**config.mk**
```make
export PLATFORM = sky130hd
export DESIGN_NAME = swd_host_transfer_engine_core_flat
export DESIGN_NICKNAME = d
export VERILOG_FILES = /design/src/hdl/swdh_pkg.sv /design/src/hdl/swdh_chan_if.sv /design/src/hdl/swdh_step.sv /design/src/hdl/swd_host_transfer_engine_core.sv /design/src/flat_wrapper.sv
export SDC_FILE = /design/constraint.sdc
export NUM_CORES = 1
export LEC_CHECK = 0
export BUFFER_PORTS_ARGS = -buffer_cell sky130_fd_sc_hd__buf_4
export CAP_MARGIN = 15
export CORE_MARGIN = 2
export CORE_UTILIZATION = 45
export CTS_CLUSTER_DIAMETER = 200
export DETAILED_ROUTE_END_ITERATION = 7
export GPL_TIMING_DRIVEN = 1
export MAX_ROUTING_LAYER = met4
export PLACE_DENSITY = 0.6
export SYNTH_ARGS = -nofsm -noshare
export SYNTH_HDL_FRONTEND = slang
export SYNTH_SLANG_ARGS = --single-unit
```
**constraint.sdc**
```tcl
create_clock -name i_clk -period 3.86 [get_ports i_clk]
set_clock_uncertainty 0.15 [all_clocks]
set_input_delay 0.965 -clock i_clk [delete_from_list [all_inputs] [get_ports i_clk]]
set_output_delay 0.965 -clock i_clk [all_outputs]
set_load 0.01 [all_outputs]
```
**src/hdl/swdh_pkg.sv**
```systemverilog
// Package for the SWD host transfer engine: transaction payload types, engine state,
// phase/ack/status codes and the request packet builder.
// No dependencies; compiled first.
package swdh_pkg;

    // Register defaults after reset
    localparam logic [7:0] RETRY_LIMIT_RST = 8'd20;
    localparam logic [7:0] IDLE_CYCLES_RST = 8'd8;

    // Configuration register indexes
    localparam logic CFG_RETRY_LIMIT = 1'b0;
    localparam logic CFG_IDLE_CYCLES = 1'b1;

    // Command modes
    localparam logic [1:0] MODE_TICK  = 2'd0;
    localparam logic [1:0] MODE_START = 2'd1;
    localparam logic [1:0] MODE_LRST  = 2'd2;

    // Engine phases
    localparam logic [3:0] PH_IDLE = 4'd0;
    localparam logic [3:0] PH_REQ  = 4'd1;
    localparam logic [3:0] PH_TRN  = 4'd2;
    localparam logic [3:0] PH_ACK  = 4'd3;
    localparam logic [3:0] PH_ATRN = 4'd4;
    localparam logic [3:0] PH_RDAT = 4'd5;
    localparam logic [3:0] PH_RPAR = 4'd6;
    localparam logic [3:0] PH_WTRN = 4'd7;
    localparam logic [3:0] PH_WDAT = 4'd8;
    localparam logic [3:0] PH_WPAR = 4'd9;
    localparam logic [3:0] PH_IDLZ = 4'd10;
    localparam logic [3:0] PH_LRST = 4'd11;

    // Acknowledge codes (LSB received first)
    localparam logic [2:0] ACK_OK    = 3'd1;
    localparam logic [2:0] ACK_WAIT  = 3'd2;
    localparam logic [2:0] ACK_FAULT = 3'd4;

    // Completion status codes
    localparam logic [2:0] ST_OK      = 3'd0;
    localparam logic [2:0] ST_TIMEOUT = 3'd1;
    localparam logic [2:0] ST_FAULT   = 3'd2;
    localparam logic [2:0] ST_NOCONN  = 3'd3;
    localparam logic [2:0] ST_PARITY  = 3'd4;

    // Line reset sequence: ones, select pattern, ones
    localparam logic [15:0] LINE_SEQ      = 16'hE79E;
    localparam logic [7:0]  LRST_SEQ_LO   = 8'd64;
    localparam logic [7:0]  LRST_SEQ_HI   = 8'd80;
    localparam logic [7:0]  LRST_LEN      = 8'd144;
    localparam logic [7:0]  REQ_LEN       = 8'd8;
    localparam logic [7:0]  ACK_LEN       = 8'd3;
    localparam logic [7:0]  DATA_LEN      = 8'd32;

    typedef struct packed {
        logic [1:0]  mode;
        logic [3:0]  request_bits;
        logic [31:0] write_data;
        logic        swdio_in;
    } t_cmd;

    typedef struct packed {
        logic        swdio_out;
        logic        swdio_drive;
        logic        busy_res;
        logic        done_res;
        logic [2:0]  status;
        logic [31:0] read_data;
    } t_rsp;

    typedef struct packed {
        logic [7:0] retry_limit;
        logic [7:0] idle_cycles;
    } t_cfg;

    typedef struct packed {
        logic [3:0]  phase;
        logic [7:0]  bit_count;
        logic [31:0] shift_word;
        logic [3:0]  held_request;
        logic [7:0]  retries_left;
        logic [2:0]  ack_bits;
        logic        parity_acc;
        logic [2:0]  final_status;
    } t_state;

    // Request packet: start, APnDP, RnW, A2, A3, parity, stop, park (LSB first)
    function automatic logic [7:0] req_packet(input logic [3:0] r);
        logic p;
        p = ^r;
        return {1'b1, 1'b0, p, r, 1'b1};
    endfunction

endpackage

```
**src/hdl/swdh_chan_if.sv**
```systemverilog
// Valid/ready channel interface carrying one payload per transaction.
// Payload type is a parameter; used with swdh_pkg types.
interface swdh_chan_if #(
    parameter type t_payload = logic
);
    logic     valid;
    logic     ready;
    t_payload data;

    modport source (output valid, output data, input ready);
    modport sink   (input valid, input data, output ready);
endinterface

```
**src/hdl/swdh_step.sv**
```systemverilog
// One SWD engine step: next state and result for one command transaction.
// Pure combinational logic; depends on swdh_pkg.
module swdh_step
    import swdh_pkg::*;
(
    input  t_state i_state,
    input  t_cmd   i_cmd,
    input  t_cfg   i_cfg,
    output t_state o_state,
    output t_rsp   o_rsp
);

    logic        bit_o;
    logic        drv;
    logic        busy;
    logic        fin;
    logic        rd_valid;
    logic [2:0]  ack_n;
    logic [7:0]  cnt_inc;
    logic [7:0]  pkt;
    t_state      s;

    always_comb begin
        s        = i_state;
        bit_o    = 1'b0;
        drv      = 1'b0;
        busy     = 1'b0;
        fin      = 1'b0;
        rd_valid = 1'b0;
        cnt_inc  = i_state.bit_count + 8'd1;
        pkt      = req_packet(i_state.held_request);
        ack_n    = i_state.ack_bits;

        if (i_cmd.mode != MODE_TICK) begin
            // start and line-reset commands are taken only while idle
            if (i_state.phase == PH_IDLE && i_cmd.mode == MODE_START) begin
                s.held_request = i_cmd.request_bits;
                s.shift_word   = i_cmd.write_data;
                s.retries_left = (i_cfg.retry_limit == 8'd0) ? 8'd1 : i_cfg.retry_limit;
                s.final_status = ST_OK;
                s.bit_count    = 8'd0;
                s.phase        = PH_REQ;
            end else if (i_state.phase == PH_IDLE && i_cmd.mode == MODE_LRST) begin
                s.final_status = ST_OK;
                s.bit_count    = 8'd0;
                s.phase        = PH_LRST;
            end
            busy = (s.phase != PH_IDLE);
        end else if (i_state.phase != PH_IDLE) begin
            busy = 1'b1;
            case (i_state.phase)
                PH_REQ: begin
                    drv         = 1'b1;
                    bit_o       = pkt[i_state.bit_count[2:0]];
                    s.bit_count = cnt_inc;
                    if (cnt_inc >= REQ_LEN) begin
                        s.phase     = PH_TRN;
                        s.bit_count = 8'd0;
                    end
                end
                PH_TRN: begin
                    s.phase     = PH_ACK;
                    s.bit_count = 8'd0;
                    s.ack_bits  = 3'd0;
                end
                PH_ACK: begin
                    ack_n                          = i_state.ack_bits;
                    ack_n[i_state.bit_count[1:0]]  = ack_n[i_state.bit_count[1:0]] | i_cmd.swdio_in;
                    s.ack_bits  = ack_n;
                    s.bit_count = cnt_inc;
                    if (cnt_inc >= ACK_LEN) begin
                        s.bit_count = 8'd0;
                        if (ack_n != ACK_OK) begin
                            s.phase = PH_ATRN;
                        end else if (i_state.held_request[1]) begin
                            s.phase      = PH_RDAT;
                            s.shift_word = 32'd0;
                            s.parity_acc = 1'b0;
                        end else begin
                            s.phase = PH_WTRN;
                        end
                    end
                end
                PH_ATRN: begin
                    if (i_state.ack_bits == ACK_WAIT && i_state.retries_left > 8'd1) begin
                        s.retries_left = i_state.retries_left - 8'd1;
                        s.phase        = PH_REQ;
                        s.bit_count    = 8'd0;
                    end else begin
                        if (i_state.ack_bits == ACK_WAIT) begin
                            s.retries_left = 8'd0;
                            s.final_status = ST_TIMEOUT;
                        end else if (i_state.ack_bits == ACK_FAULT) begin
                            s.final_status = ST_FAULT;
                        end else begin
                            s.final_status = ST_NOCONN;
                        end
                        s.phase = PH_IDLE;
                        fin     = 1'b1;
                    end
                end
                PH_RDAT: begin
                    s.shift_word = {i_cmd.swdio_in, i_state.shift_word[31:1]};
                    s.parity_acc = i_state.parity_acc ^ i_cmd.swdio_in;
                    s.bit_count  = cnt_inc;
                    if (cnt_inc >= DATA_LEN) begin
                        s.phase     = PH_RPAR;
                        s.bit_count = 8'd0;
                    end
                end
                PH_RPAR: begin
                    s.final_status = (i_state.parity_acc ^ i_cmd.swdio_in) ? ST_PARITY : ST_OK;
                    if (i_cfg.idle_cycles == 8'd0) begin
                        s.phase  = PH_IDLE;
                        fin      = 1'b1;
                        rd_valid = 1'b1;
                    end else begin
                        s.phase     = PH_IDLZ;
                        s.bit_count = 8'd0;
                    end
                end
                PH_WTRN: begin
                    s.phase      = PH_WDAT;
                    s.bit_count  = 8'd0;
                    s.parity_acc = 1'b0;
                end
                PH_WDAT: begin
                    drv          = 1'b1;
                    bit_o        = i_state.shift_word[0];
                    s.parity_acc = i_state.parity_acc ^ i_state.shift_word[0];
                    s.shift_word = {1'b0, i_state.shift_word[31:1]};
                    s.bit_count  = cnt_inc;
                    if (cnt_inc >= DATA_LEN) begin
                        s.phase     = PH_WPAR;
                        s.bit_count = 8'd0;
                    end
                end
                PH_WPAR: begin
                    drv            = 1'b1;
                    bit_o          = i_state.parity_acc;
                    s.final_status = ST_OK;
                    if (i_cfg.idle_cycles == 8'd0) begin
                        s.phase = PH_IDLE;
                        fin     = 1'b1;
                    end else begin
                        s.phase     = PH_IDLZ;
                        s.bit_count = 8'd0;
                    end
                end
                PH_IDLZ: begin
                    drv         = 1'b1;
                    s.bit_count = cnt_inc;
                    // compares against the live register value
                    if (cnt_inc >= i_cfg.idle_cycles) begin
                        s.phase  = PH_IDLE;
                        fin      = 1'b1;
                        rd_valid = i_state.held_request[1];
                    end
                end
                PH_LRST: begin
                    drv = 1'b1;
                    if (i_state.bit_count >= LRST_SEQ_LO && i_state.bit_count < LRST_SEQ_HI) begin
                        // offset from 64 is the low nibble
                        bit_o = LINE_SEQ[i_state.bit_count[3:0]];
                    end else begin
                        bit_o = 1'b1;
                    end
                    s.bit_count = cnt_inc;
                    if (cnt_inc >= LRST_LEN) begin
                        s.final_status = ST_OK;
                        s.phase        = PH_IDLE;
                        fin            = 1'b1;
                    end
                end
                default: begin
                    s.phase = PH_IDLE;
                end
            endcase
            if (fin) begin
                s.bit_count = 8'd0;
            end
        end

        o_state           = s;
        o_rsp.swdio_out   = bit_o;
        o_rsp.swdio_drive = drv;
        o_rsp.busy_res    = busy;
        o_rsp.done_res    = fin;
        o_rsp.status      = (s.phase == PH_IDLE) ? s.final_status : ST_OK;
        o_rsp.read_data   = (fin && rd_valid) ? s.shift_word : 32'd0;
    end

endmodule

```
**src/hdl/swd_host_transfer_engine_core.sv**
```systemverilog
// Top level of the SWD host transfer engine: command/response channels, config
// registers, engine state and the response output register.
// Depends on swdh_pkg, swdh_chan_if and swdh_step.

// SWD host engine. Each command transaction (one SWCLK tick, a transfer start
// or a line-reset start) produces exactly one response transaction, in the
// cycle after it is accepted. A command is accepted every cycle as long as the
// response register is empty or being drained in that same cycle, so the
// sustained rate is one transaction per clock; only a stalled response side
// holds off commands. A transfer sends the request, a turnaround and the ack,
// then on OK the data and parity (with a turnaround first for writes) and zero
// ticks for the idle period set by idle_cycles; a non-OK ack adds a turnaround
// and WAIT resends the request, so the request goes out at most retry_limit
// times (at least once). A line reset sends ones, the select pattern, then ones.
// Configuration writes take effect on the next clock.
module swd_host_transfer_engine_core
    import swdh_pkg::*;
(
    input  logic       i_clk,
    input  logic       i_rst_n,
    input  logic       i_cfg_we,
    input  logic       i_cfg_idx,
    input  logic [7:0] i_cfg_wdata,
    swdh_chan_if.sink   i_cmd,
    swdh_chan_if.source o_rsp
);

    t_cfg   r_cfg;
    t_state r_state;
    t_state n_state;
    t_rsp   n_rsp;
    t_rsp   r_rsp;
    logic   r_rsp_valid;
    logic   cmd_fire;

    assign i_cmd.ready = !r_rsp_valid || o_rsp.ready;
    assign cmd_fire    = i_cmd.valid && i_cmd.ready;

    // Per-tick engine logic
    swdh_step u_step (
        .i_state (r_state),
        .i_cmd   (i_cmd.data),
        .i_cfg   (r_cfg),
        .o_state (n_state),
        .o_rsp   (n_rsp)
    );

    // Configuration registers
    always_ff @(posedge i_clk) begin
        if (!i_rst_n) begin
            r_cfg.retry_limit <= RETRY_LIMIT_RST;
            r_cfg.idle_cycles <= IDLE_CYCLES_RST;
        end else if (i_cfg_we) begin
            unique case (i_cfg_idx)
                CFG_RETRY_LIMIT: r_cfg.retry_limit <= i_cfg_wdata;
                CFG_IDLE_CYCLES: r_cfg.idle_cycles <= i_cfg_wdata;
                default: ;
            endcase
        end
    end

    // Engine state advances once per accepted command
    always_ff @(posedge i_clk) begin
        if (!i_rst_n) begin
            r_state <= '0;
        end else if (cmd_fire) begin
            r_state <= n_state;
        end
    end

    // Response register
    always_ff @(posedge i_clk) begin
        if (!i_rst_n) begin
            r_rsp_valid <= 1'b0;
        end else if (cmd_fire) begin
            r_rsp_valid <= 1'b1;
        end else if (o_rsp.ready) begin
            r_rsp_valid <= 1'b0;
        end
    end

    always_ff @(posedge i_clk) begin
        if (cmd_fire) begin
            r_rsp <= n_rsp;
        end
    end

    assign o_rsp.valid = r_rsp_valid;
    assign o_rsp.data  = r_rsp;

    // Checks
    a_done_busy: assert property (@(posedge i_clk) disable iff (!i_rst_n)
        r_rsp_valid && r_rsp.done_res |-> r_rsp.busy_res)
        else $error("done without busy");

    a_drive_busy: assert property (@(posedge i_clk) disable iff (!i_rst_n)
        r_rsp_valid && r_rsp.swdio_drive |-> r_rsp.busy_res)
        else $error("line driven while not busy");

    a_status_running: assert property (@(posedge i_clk) disable iff (!i_rst_n)
        r_rsp_valid && r_rsp.busy_res && !r_rsp.done_res |-> r_rsp.status == ST_OK)
        else $error("status shown during an operation");

    a_rdata_done: assert property (@(posedge i_clk) disable iff (!i_rst_n)
        r_rsp_valid && (r_rsp.read_data != 32'd0) |-> r_rsp.done_res)
        else $error("read data outside done tick");

    a_idle_after_done: assert property (@(posedge i_clk) disable iff (!i_rst_n)
        cmd_fire && n_rsp.done_res |=> r_state.phase == PH_IDLE)
        else $error("engine not idle after done");

endmodule
```
**src/flat_wrapper.sv**
```systemverilog
// flat-port wrapper written by rule: the top's interface ports become plain ports
module swd_host_transfer_engine_core_flat import swdh_pkg::*;
  (i_clk, i_rst_n, i_cfg_we, i_cfg_idx, i_cfg_wdata, i_cmd_valid, i_cmd_data, i_cmd_ready, o_rsp_valid, o_rsp_data, o_rsp_ready);
  swdh_chan_if i_cmd_i ();
  swdh_chan_if o_rsp_i ();
  input  logic i_clk;
  input  logic i_rst_n;
  input  logic i_cfg_we;
  input  logic i_cfg_idx;
  input  logic [7:0] i_cfg_wdata;
  input wire logic [$bits(i_cmd_i.valid)-1:0] i_cmd_valid;
  input wire logic [$bits(i_cmd_i.data)-1:0] i_cmd_data;
  output wire logic [$bits(i_cmd_i.ready)-1:0] i_cmd_ready;
  output wire logic [$bits(o_rsp_i.valid)-1:0] o_rsp_valid;
  output wire logic [$bits(o_rsp_i.data)-1:0] o_rsp_data;
  input wire logic [$bits(o_rsp_i.ready)-1:0] o_rsp_ready;
  assign i_cmd_i.valid = i_cmd_valid;
  assign i_cmd_i.data = i_cmd_data;
  assign i_cmd_ready = i_cmd_i.ready;
  assign o_rsp_valid = o_rsp_i.valid;
  assign o_rsp_data = o_rsp_i.data;
  assign o_rsp_i.ready = o_rsp_ready;
  swd_host_transfer_engine_core u_core (.i_clk(i_clk), .i_rst_n(i_rst_n), .i_cfg_we(i_cfg_we), .i_cfg_idx(i_cfg_idx), .i_cfg_wdata(i_cfg_wdata), .i_cmd(i_cmd_i), .o_rsp(o_rsp_i));
endmodule
```
# [Word level (Yosys, flattened, before mapping)]
# Cells that the tools add are included.
[word_totals] output_inout_bits=3 reg_bits=65
[classes] n_reduce_logical=20 n_lt_le_gt_ge=8 eq_ne=21 n_addsub=2 bitwise=1 mux=35
[op_table] op="32-bit case mux with 3 select lines" count=1
[op_table] op="8-bit case mux with 8 select lines" count=1
[op_table] op="44-bit two-way mux" count=1
[op_table] op="8-bit two-way mux" count=5
[op_table] op="4-bit case mux with 10 select lines" count=1
[op_table] op="12-bit two-way mux" count=3
[op_table] op="32-bit two-way mux" count=1
[op_table] op="4-bit by 3-bit equality test with 1-bit output, second input constant" count=4
[op_table] op="4-bit equality test, second input constant" count=4
[op_table] op="1-bit two-way mux" count=13
[op_table] op="4-bit two-way mux" count=3
[op_table] op="2-bit inequality test, second input constant" count=6
[op_table] op="9-bit nonzero test" count=1
[op_table] op="8-bit by 1-bit adder with 8-bit output, second input constant" count=1
[op_table] op="4-bit by 2-bit equality test with 1-bit output, second input constant" count=2
[op_table] op="8-bit by 2-bit >= comparator with 1-bit output, second input constant" count=1
[op_table] op="8-bit by 4-bit >= comparator with 1-bit output, second input constant" count=1
[op_table] op="8-bit by 6-bit >= comparator with 1-bit output, second input constant" count=1
[op_table] op="8-bit >= comparator" count=1
[op_table] op="8-bit >= comparator, second input constant" count=1
[op_table] op="8-bit by 1-bit greater-than comparator with 1-bit output, second input constant" count=1
[op_table] op="8-bit logical NOT" count=1
[op_table] op="8-bit AND reduction" count=1
[op_table] op="8-bit by 1-bit subtractor with 8-bit output, second input constant" count=1
[op_table] op="24 further kinds" count=31

# [Logic depth before layout (Yosys ltp)]
# Gate-level depths: netlist of run 1.
[logic_depth] depth_word=10 depth_mapped=12 ltp_nobuf=11

# [Modules after synthesis]
# From an unflattened synthesis of run 1, not the netlist that was laid out.
[hier_totals] cells_unflattened=985 area_unflattened_um2=7018.0
[by_module_without_submodules] module="swdh_step" n_inst=1 cells_each=632 area_per_inst_um2=3754.9
[by_module_without_submodules] module="swd_host_transfer_engine_core" n_inst=1 cells_each=353 area_per_inst_um2=3263.1

# [Least setup slack after synthesis of run 1]
# No wires, ideal clock.
[synth_timing] path_type="register to register" startpoint="reg u_core.r_state[52] (netlist bit)" endpoint="reg u_core.r_state[58] (netlist bit)" path_buffers=1 t_arrival_ns=2.622 path_stages_with_launch=12 synth_period_minus_slack_ns=2.831 setup_ns=0.059 setup_slack_ns=1.029 cell_sequence="dfxtp_1 > buf_4 > and4_4 > nand2_1 > xnor2_1 > ha_1 > and3_1 > a221oi_1 > nand3_1 > a41oi_2 > and2_1 > a22o_1"
[synth_between] elab_chain_len=7 word_cells_on_any_way=20
[synth_lines] element="from (decl)" line_no="swd_host_transfer_engine_core.sv:29" rtl="t_state r_state;"
[synth_lines] element="from (signal assigned)" line_no="swd_host_transfer_engine_core.sv:67" rtl="r_state <= n_state;"
[synth_lines] element="8-bit by 1-bit adder with 8-bit output (*)" line_no="swdh_step.sv:30" rtl="cnt_inc = i_state.bit_count + 8'd1;"
[synth_lines] element="8-bit >= comparator (on tied branches)" line_no="swdh_step.sv:169, swdh_step.sv:154"
[synth_lines] element="1-bit two-way mux (on tied branches)" line_no="swdh_step.sv:169, swdh_step.sv:154"
[synth_lines] element="1-bit case mux with 4 select lines" line_no="swdh_step.sv:51" rtl="case (i_state.phase)"
[synth_lines] element="1-bit two-way mux" line_no="swdh_step.sv:49" rtl="end else if (i_state.phase != PH_IDLE) begin"
[synth_lines] element="9-bit nonzero test (no line) (tied with other cells)"
[synth_lines] element="5-bit AND reduction (no line)"
# Every way passes the cells marked *; elsewhere a longest branch is shown, timed or not. The select of a mux whose other input is x is not followed.
# A chain may end at the register's enable or synchronous reset.

# [Worst setup path in the final report of run 1]
[layout_timing] startpoint="reg u_core.r_state[51] (netlist bit)" endpoint="reg u_core.r_state[58] (netlist bit)"
# Same word-level chain as after synthesis.

==> metrics.cfg, run 1 <==
[synthesis]
synth_edf_count = 1
synth-simple-area-share_pct = 26.5
synth_largest_area_cell = sky130_fd_sc_hd__dfxtp_1
ys_ff_latch = 65
netlist.area_leader.share_pct = 35.0
synth_ff_type = sky130_fd_sc_hd__dfxtp_1
synthesis.nets = 479
synth_area_leaders = sky130_fd_sc_hd__dfxtp_1, sky130_fd_sc_hd__nand2_1, sky130_fd_sc_hd__a21oi_1, sky130_fd_sc_hd__ha_1, sky130_fd_sc_hd__nand3_1
synthDistinctLibCells = 79
synthesized_instance_count = 451
yosys.area_share.adder_pct = 4.45
dominant_combinational_cell_family_by_area_after_synthesis = simple AND/OR/NAND/NOR gates
synth.yosys.warnings = 0
synth_compound_gate_area_share_pct = 22.6
post_synth_mux_area_share_pct = 0.547
synth_async_sr_flop_share_pct = 0
synthesis.area_per_instance_um2 = 8.11
synth_seq_area_share_pct = 35.9
synthesis.area_um2 = 3660
post_synth_xor_area_fraction_pct = 3.11

[clock_network]
clk_pin_slew_ps = 70
numClockSinks = 65
postCtsResizedCells = 0
clock_tree.buffer_depth = 2
tritoncts_clock_tree = built
cts_post_setup_buffers_inserted = 0
cts-root-buf = sky130_fd_sc_hd__clkbuf_8
htree_num_levels = 3
cts.hold.buffers_added = 0
clk-insertion-delay-late_ps = 340
numCtsBuffers = 9

[route]
dr.pass1.iters = 4
antenna_violating_nets_left = 0
post_drt_wl_per_cell_um = 14.1
post_drt_via_cell_ratio = 5.49
drcViolationCount = 0
routed_wl_um = 7880
drt-initial-drc-count = 154
via_count = 3074

[pwr]
power_share_of_the_sequential_group_pct = 49.5
p_sw_share_pct = 21.5
intPower_uw = 1080
design_power_total_uw = 1370
share_comb_of_total_power_pct = 4.4
clkPwrFrac_pct = 46.1
switching_power_uw = 296
power.leakage_uw = 0.00144
max-vdd-ir-drop_uv = 236
power.density_nw_per_um2 = 344

[global_route]
first_pass_grt_wire_length_um = 13700
globalRouteOverflowTotal = 0
first_global_vias = 2920
grt_antenna_before_repair = 0
grt_max_degree = 46
grt_usage_pct = 20.0

[die]
floorplan.initialDensity_pct = 46.8
number_of_core_rows = 32
design.die.area_um2 = 8860
die-height_um = 94.2
core_region_area_um2 = 7810
die_w_um = 94.2
top_level_ports = 18

[layout]
final_common_cell = sky130_fd_sc_hd__nand2_1
syn2layout_area_growth_pct = 9.34
final_nets = 482
diodes = 0
most-common-layout-cells = sky130_fd_sc_hd__nand2_1, sky130_fd_sc_hd__dfxtp_1, sky130_fd_sc_hd__a21oi_1, sky130_fd_sc_hd__nor2_1, sky130_fd_sc_hd__buf_4
drive_above_1_share_pct = 15.1
fillers = 766

[timing]
timing_hold_violations_final = 0
finalSetupViolations = 0
unrepaired_setup_endpoints_after_global_routing = false
slew_violations = 0
final_min_period_over_clock_period_pct = 85.3
tightest_slew_ps = 1020
finalCriticalPeriod_ps = 3290
max_clock_freq_mhz = 304
tns_ps = 0
timing.slew.headroom_pct = 32.1

[setup_path]
crit_path_end_kind = flop
category_of_the_most_critical_setup_path = flop to flop
timing.critical_path.from_type = flop
critical_path_arrival_ps = 3430
critPathMaxFanout = 9
worst-endpoint-required_ps = 4000

[job]
timing.max_cap.violations = 0

[place]
gp_congestion = 0.918
placement.io_buffers = 17
dpl.hpwl_um = 5580

[outcome]
status = completed

[min_path]
hold_path.class = flop to flop

## registers in the layout, indices dropped and copies added, names as in the netlist
name / count
u_core.o_rsp.valid: 1
u_core.r_state: 55
u_core.o_rsp.data: 1
u_core.r_cfg: 8
## metrics by stage
step                setup slack, ps  cells  instance area [um^2]  hold WS (ps)  util (%)
floorplan                      1030    451                  3660           281         -
finish                          566    560                  4000           296      51.2
detailed placement              557    545                  3790           295      48.5
global placement                637    545                  3790           289      48.5
global route                    283    560                  4000           319      51.2
CTS                             559    560                  4000           303      51.2
## metal layers
| layer | track usage (%) | up-vias | wire, um |
|---|---|---|---|
| met5 | - | - | 0 |
| met4 | 9.42 | 0 | 163 |
| met3 | 3.61 | 13 | 288 |
| met2 | 29.9 | 51 | 3580 |
| met1 | 26.3 | 1434 | 3850 |
| li1 | - | 1576 | - |
## cells by family (layout without fill, tap and decap cells)
| logic type | after synthesis | after routing |
|---|---|---|
| buf+inv | 53 | 60 |
| xor+xnor | 13 | 13 |
| simple gates | 192 | 192 |
| compound gates | 113 | 113 |
| fa+ha+maj | 13 | 13 |
| flops | 65 | 65 |
| mux | 2 | 2 |
## worst paths after layout
| kind | from | endpoint | slack (ps) | cells after the start |
|---|---|---|---|---|
| worst max register to register | u_core.r_state[51] | u_core.r_state[58] | 570 | 10 |
| worst min register to register | u_core.r_state[50] | u_core.r_state[49] | 300 | 2 |
| worst min-delay path | u_core.r_state[50] | u_core.r_state[49] | 300 | 2 |
| worst max-delay path | u_core.r_state[51] | u_core.r_state[58] | 570 | 10 |
## synthesized netlist by cell type (4+ instances only)
cell type and number:
sky130_fd_sc_hd__nand2_1 100, sky130_fd_sc_hd__xor2_1 7, sky130_fd_sc_hd__o21ai_0 12, sky130_fd_sc_hd__buf_2 4, sky130_fd_sc_hd__nor2_1 24, sky130_fd_sc_hd__buf_4 5
sky130_fd_sc_hd__ha_1 13, sky130_fd_sc_hd__o21ai_1 4, sky130_fd_sc_hd__a21oi_1 49, sky130_fd_sc_hd__buf_6 4, sky130_fd_sc_hd__a31oi_1 4, sky130_fd_sc_hd__clkbuf_1 13
sky130_fd_sc_hd__nor4_1 4, sky130_fd_sc_hd__dfxtp_1 64, sky130_fd_sc_hd__nand3_1 19, sky130_fd_sc_hd__buf_1 4, sky130_fd_sc_hd__inv_1 20, sky130_fd_sc_hd__nor3_1 8
sky130_fd_sc_hd__xnor2_1 6
## power by group through the flow
stage               clock network [uW]  logic (uW)  registers [uW]
detailed placement                   0        60.7             696
CTS                                649        61.0             681
global placement                     0        60.6             696
floorplan                            0        36.9             696
finish                             634        60.1             681
global route                       677        66.9             681
## worst max-delay path, stage by stage (launching register included)
cell	delay [ps]
sky130_fd_sc_hd__dfxtp_1	480
sky130_fd_sc_hd__ha_1	450
sky130_fd_sc_hd__xor2_1	270
sky130_fd_sc_hd__ha_1	280
sky130_fd_sc_hd__a21oi_1	130
sky130_fd_sc_hd__o21ai_0	100
sky130_fd_sc_hd__a221oi_1	500
sky130_fd_sc_hd__nand3_1	210
sky130_fd_sc_hd__a41oi_2	330
sky130_fd_sc_hd__and2_1	210
sky130_fd_sc_hd__a22o_1	120
## final cells by class
class | count | area (um^2) | share of cell area, %
inverter | 23 | 86.3 | 2.16
clock inverter | 3 | 65.1 | 1.63
timing repair buffer | 22 | 165 | 4.13
sequential | 65 | 1310 | 32.8
multi-input combinational | 333 | 2100 | 52.5
clock buffer | 12 | 145 | 3.63
tap | 102 | 128 | 3.19
Power figures use the tool's default switching activity.
==> inputs of run 2 (changes only) <==
==> constraint.sdc (replaced) <==
create_clock -name i_clk -period 4.15 [get_ports i_clk]
set_clock_uncertainty 0.15 [all_clocks]
set_input_delay 1.0375 -clock i_clk [delete_from_list [all_inputs] [get_ports i_clk]]
set_output_delay 1.0375 -clock i_clk [all_outputs]
set_load 0.01 [all_outputs]
==> metrics.cfg, run 2 (synthesis gave the netlist of run 1 again) <==
[outcome]
status = completed

[global_route]
first_global_vias = 2836  ; -2.9%
grt_antenna_before_repair = 0  ; unchanged
grt_usage_pct = 19.7  ; -0.36 points
grt_max_degree = 46  ; unchanged
globalRouteOverflowTotal = 0  ; unchanged
first_pass_grt_wire_length_um = 13500  ; -1.4%

[clock_network]
numCtsBuffers = 9  ; unchanged
clk_pin_slew_ps = 80  ; about the same
clk-insertion-delay-late_ps = 340  ; about the same
postCtsResizedCells = 0  ; unchanged
cts-root-buf = sky130_fd_sc_hd__clkbuf_8
clock_tree.buffer_depth = 2  ; unchanged
numClockSinks = 65  ; unchanged
htree_num_levels = 3  ; unchanged
tritoncts_clock_tree = built
cts.hold.buffers_added = 0  ; unchanged
cts_post_setup_buffers_inserted = 0  ; unchanged

[layout]
layout_top_registers = u_core.r_state x55, u_core.r_cfg x8
instances_no_fill = 558  ; -0.36%
multi_input_area_um2 = 2100  ; unchanged
max_flop_register = u_core.r_state
largest_register_ff_count = 55  ; unchanged
sequential_cell_area_um2 = 1310  ; unchanged
drive_above_1_share_pct = 14.7  ; -0.37 points
syn2layout_area_growth_pct = 8.11
fillers = 785  ; +2.5%
diodes = 0  ; unchanged
final_common_cell = sky130_fd_sc_hd__nand2_1
most-common-layout-cells = sky130_fd_sc_hd__nand2_1, sky130_fd_sc_hd__dfxtp_1, sky130_fd_sc_hd__a21oi_1, sky130_fd_sc_hd__nor2_1, sky130_fd_sc_hd__inv_1
design_area_um2 = 3950  ; -1.1%
final_nets = 479  ; -0.62%

[setup_path]
category_of_the_most_critical_setup_path = flop to flop
cpPeakStageDelay_ps = 610  ; +110 ps
critical_path_arrival_ps = 3680  ; +250 ps
setup.worst_path.end = u_core.r_state[56]
crit_path_end_kind = flop
critPathMaxFanout = 14  ; +5
timing.critical_path.from_type = flop
list_of_cells_traversed_by_the_critical_path = ha_1 -> nand3_4 -> xnor2_1 -> ha_1 -> and3_1 -> a221oi_1 -> nand3_1 -> a41oi_2 -> and2_1 -> a22o_1
critical-path-top-cell-by-count = sky130_fd_sc_hd__ha_1
rr_startpoint = u_core.r_state[51]
path_buf_inv = 0  ; unchanged
worst_r2r_path_depth = 10  ; unchanged
critical_path.slowest_cell = sky130_fd_sc_hd__dfxtp_1
rr_endpoint = u_core.r_state[56]
cp-startpoint = u_core.r_state[51]
worst-endpoint-required_ps = 4290  ; +290 ps
crit_family = compound AO/OA/AOI/OAI gates
path_depth = 10  ; unchanged
reg2reg_setup_slack_ps = 600  ; +40 ps

[place]
placement.io_buffers = 17  ; unchanged
gp_congestion = 0.880  ; -4.1%
dpl.hpwl_um = 5430  ; -2.8%
dp_cells = 542  ; -0.55%
detailed_place.area_um2 = 3770  ; -0.59%

[pwr]
power.leakage_uw = 0.00141  ; -2.1%
max-vdd-ir-drop_uv = 246  ; +4.5%
power.density_nw_per_um2 = 308  ; -10%

[route]
drt-initial-drc-count = 127  ; -18%
routed_wl_um = 7910  ; +0.36%
dr.pass1.iters = 4  ; unchanged
post_drt_via_cell_ratio = 5.49  ; about the same
drcViolationCount = 0  ; unchanged
post_drt_wl_per_cell_um = 14.2  ; +0.71%
via_count = 3064  ; -0.33%
antenna_violating_nets_left = 0  ; unchanged

[die]
design.die.area_um2 = 8860  ; unchanged
top_level_ports = 18  ; unchanged
core_region_area_um2 = 7810  ; unchanged
number_of_core_rows = 32  ; unchanged
die_w_um = 94.2  ; unchanged
die-height_um = 94.2  ; unchanged
floorplan.initialDensity_pct = 46.8  ; unchanged

[timing]
finalSetupViolations = 0  ; unchanged
unrepaired_setup_endpoints_after_global_routing = false
final_min_period_over_clock_period_pct = 85.4  ; +0.092 points
tightest_slew_ps = 1030  ; +11.9 ps
max_clock_freq_mhz = 282  ; -7.1%
tns_ps = 0  ; unchanged
timing.slew.headroom_pct = 31.3  ; -0.79 points
worst_hold_slack_ps = 294  ; -1.88 ps
timing_hold_violations_final = 0  ; unchanged
finalCriticalPeriod_ps = 3550  ; +251 ps
slew_violations = 0  ; unchanged

[min_path]
hold_path.class = flop to flop

[job]
timing.max_cap.violations = 0  ; unchanged

run 2: metrics by stage:
stage	util, %	worst slack, ps	power, uW
3_3_place_gp	48.2	719	704
4_1_cts	50.6	583	1230
3_5_place_dp	48.2	597	705
5_1_grt	50.6	294	1260
2_1_floorplan	-	1320	682
6_report	50.6	604	1220
run 2: metal layers:
| metal | vias to the layer above | track usage (%) | routed length (um) |
|---|---|---|---|
| met4 | 0 | 8.82 | 184 |
| met3 | 15 | 3.37 | 275 |
| met5 | - | - | 0 |
| li1 | 1577 | - | - |
| met2 | 52 | 29.5 | 3550 |
| met1 | 1420 | 26.0 | 3900 |
run 2: area by class of cell:
cell class	instances	share of cell area, %
Clock inverter	5	1.42
Clock buffer	11	3.32
Tap cell	102	3.23
Sequential cell	65	33.2
Inverter	23	2.18
Timing Repair Buffer	19	3.61
Multi-Input combinational cell	333	53.1
run 2: worst min path at each step:
stage / startpoint / end / slack, ps / cells past startpoint
global route: u_core.r_state[24] / u_core.r_state[23] / 310 / 2
detailed placement: u_core.r_state[24] / u_core.r_state[23] / 290 / 2
global placement: u_core.r_state[21] / u_core.r_state[20] / 290 / 2
floorplan: u_core.r_state[50] / u_core.r_state[49] / 280 / 2
finish: u_core.r_state[47] / u_core.r_state[46] / 290 / 2
CTS: u_core.r_state[47] / u_core.r_state[46] / 300 / 2
run 2: power by group:
part           total (uW)  switching [uW]  internal, uW  leakage, uW
sequential            633            3.54           630     0.000526
combinational        56.8            34.1          22.7     0.000789
clock                 528             251           277    0.0000933
total                1220             288           929      0.00141
run 2: worst reg2reg max path: stages (launching register included):
cell,delay (ps)
sky130_fd_sc_hd__dfxtp_1,610
sky130_fd_sc_hd__ha_1,480
sky130_fd_sc_hd__nand3_4,140
sky130_fd_sc_hd__xnor2_1,180
sky130_fd_sc_hd__ha_1,330
sky130_fd_sc_hd__and3_1,140
sky130_fd_sc_hd__a221oi_1,570
sky130_fd_sc_hd__nand3_1,220
sky130_fd_sc_hd__a41oi_2,340
sky130_fd_sc_hd__and2_1,210
sky130_fd_sc_hd__a22o_1,120
==> inputs of run 3 (changes only) <==
--- a/config.mk
+++ b/config.mk
@@ -5,14 +5,14 @@
 export SDC_FILE = /design/constraint.sdc
 export NUM_CORES = 1
 export LEC_CHECK = 0
-export BUFFER_PORTS_ARGS = -buffer_cell sky130_fd_sc_hd__buf_4
+export BUFFER_PORTS_ARGS = -buffer_cell sky130_fd_sc_hd__buf_2
 export CAP_MARGIN = 15
 export CORE_MARGIN = 2
 export CORE_UTILIZATION = 45
+export CTS_BUF_LIST = sky130_fd_sc_hd__clkbuf_16
 export CTS_CLUSTER_DIAMETER = 200
 export DETAILED_ROUTE_END_ITERATION = 7
 export GPL_TIMING_DRIVEN = 1
-export MAX_ROUTING_LAYER = met4
 export PLACE_DENSITY = 0.6
 export SYNTH_ARGS = -nofsm -noshare
 export SYNTH_HDL_FRONTEND = slang
==> metrics.cfg, run 3 (synthesis gave the netlist of run 1 again) <==
[outcome]
status = completed

[global_route]
global_route.usage.met3_pct = 3.29  ; -0.080 points
grt_max_degree = 46  ; unchanged
grt_most_used_layer = met2
grtUsageMet2_pct = 29.5  ; unchanged
globalRouteOverflowTotal = 0  ; unchanged
grt_usage_pct = 19.0  ; -0.68 points
first_global_vias = 2767  ; -2.4%
first_pass_grt_wire_length_um = 13300  ; -1.4%
global_route.usage.met1_pct = 25.6  ; -0.40 points
grt_antenna_before_repair = 0  ; unchanged

[setup_path]
timing.critical_path.from_type = flop
worst-endpoint-required_ps = 4270  ; -20 ps
worst_r2r_path_depth = 10  ; unchanged
cpPeakStageDelay_ps = 580  ; -30 ps
critical_path_arrival_ps = 3660  ; -20 ps
category_of_the_most_critical_setup_path = flop to flop
rr_startpoint = u_core.r_state[52]
critical_path.slowest_cell = sky130_fd_sc_hd__dfxtp_1
cp-startpoint = u_core.r_state[52]
critical-path-top-cell-by-count = sky130_fd_sc_hd__ha_1
list_of_cells_traversed_by_the_critical_path = ha_1 -> nand3_4 -> xnor2_1 -> ha_1 -> and3_1 -> a221oi_1 -> nand3_1 -> a41oi_2 -> and2_1 -> a22o_1
crit_path_end_kind = flop
critPathMaxFanout = 12  ; -2

[place]
placement.io_buffers = 17  ; unchanged
dp_cells = 543  ; +0.18%
gp_congestion = 0.837  ; -4.9%
placement.setup.worst_slack_ps = 631  ; +34.2 ps
dpl.hpwl_um = 5500  ; +1.4%

[layout]
syn2layout_area_growth_pct = 11.3
drive_above_1_share_pct = 15.1  ; +0.41 points
most-common-layout-cells = sky130_fd_sc_hd__nand2_1, sky130_fd_sc_hd__dfxtp_1, sky130_fd_sc_hd__a21oi_1, sky130_fd_sc_hd__nor2_1, sky130_fd_sc_hd__inv_1
instances_no_fill = 559  ; +0.18%
final_common_cell = sky130_fd_sc_hd__nand2_1
max_flop_register = u_core.r_state
fillers = 754  ; -3.9%
layout_top_registers = u_core.r_state x55, u_core.r_cfg x8
diodes = 0  ; unchanged
finish.utilization_pct = 52.1  ; +1.5 points
final_nets = 480  ; +0.21%
largest_register_ff_count = 55  ; unchanged

[clock_network]
cts.hold.buffers_added = 0  ; unchanged
cts-root-buf = sky130_fd_sc_hd__clkbuf_16
numCtsBuffers = 9  ; unchanged
clock_tree.buffer_depth = 2  ; unchanged
postCtsResizedCells = 0  ; unchanged
htree_num_levels = 3  ; unchanged
cts_post_setup_buffers_inserted = 0  ; unchanged
numClockSinks = 65  ; unchanged
clk-insertion-delay-late_ps = 330  ; about the same
tritoncts_clock_tree = built
clk_pin_slew_ps = 60  ; -20 ps

[min_path]
hp-start = u_core.r_state[20]
hold_path.class = flop to flop
worst_hold_path.num_cells = 2  ; unchanged

[timing]
finalSetupViolations = 0  ; unchanged
final_min_period_over_clock_period_pct = 85.1  ; -0.35 points
timing_hold_violations_final = 0  ; unchanged
slew_violations = 0  ; unchanged
tns_ps = 0  ; unchanged
max_clock_freq_mhz = 283  ; +0.41%
tightest_slew_ps = 1020  ; -11.8 ps
layout_setup_ws_ps = 619  ; +14.6 ps
unrepaired_setup_endpoints_after_global_routing = false
finalCriticalPeriod_ps = 3530  ; -14.6 ps
timing.slew.headroom_pct = 32.1  ; +0.79 points

[route]
routed_wl_um = 7970  ; +0.78%
dr.pass1.iters = 5  ; +1
drcViolationCount = 0  ; unchanged
drt-initial-drc-count = 139  ; +9.4%
post_drt_via_cell_ratio = 5.57  ; +1.5%
antenna_violating_nets_left = 0  ; unchanged
post_drt_wl_per_cell_um = 14.3  ; +0.60%
via_count = 3115  ; +1.7%

[die]
die_w_um = 94.2  ; unchanged
top_level_ports = 18  ; unchanged
floorplan.initialDensity_pct = 46.8  ; unchanged
core_region_area_um2 = 7810  ; unchanged
design.die.area_um2 = 8860  ; unchanged
die-height_um = 94.2  ; unchanged
number_of_core_rows = 32  ; unchanged

[pwr]
max-vdd-ir-drop_uv = 338  ; +37%
power.leakage_uw = 0.00147  ; +4.5%
design_power_total_uw = 1540  ; +26%
power.density_nw_per_um2 = 378  ; +23%

[job]
timing.max_cap.violations = 0  ; unchanged

[run 3: critical path: cells and delay by family (launching register included)]
kind | cells | cell delay, ps
compound gates | 3 | 1020
simple gates | 4 | 730
xor+xnor | 1 | 180
fa+ha+maj | 2 | 830
flops | 1 | 580
[run 3: through the flow]
| stage | area (um^2) | hold slack [ps] |
|---|---|---|
| 6_report | 4070 | 300 |
| 5_1_grt | 4070 | 314 |
| 4_1_cts | 4070 | 303 |
| 3_5_place_dp | 3730 | 294 |
| 3_3_place_gp | 3730 | 288 |
| 2_1_floorplan | 3660 | 281 |
[run 3: final cells by class]
type,count,area [um^2],share of cell area (%)
clock buffers,10,250,6.15
clock inverters,6,88.8,2.18
inverters,23,86.3,2.12
multi-input cells,333,2100,51.6
flip-flops and latches,65,1310,32.2
well taps,102,128,3.14
repair buffers,20,108,2.64
[run 3: final timing paths]
kind                                      endpoint  slack (ps)
worst min register to register  u_core.r_state[19]         300
worst max-delay path            u_core.r_state[56]         620
worst max register to register  u_core.r_state[56]         620
worst min-delay path            u_core.r_state[19]         300
[run 3: routing by layer]
layer,vias up,routed length [um]
met2,55,3590
met4,0,235
met5,-,0
met3,20,280
li1,1585,-
met1,1455,3860
[run 3: where the power goes]
group / internal [uW] / switching [uW] / leakage (uW) / total, uW
sequential: 631 / 3.37 / 0.000526 / 634
clock: 563 / 291 / 0.000166 / 854
combinational: 18.2 / 34.3 / 0.000780 / 52.5
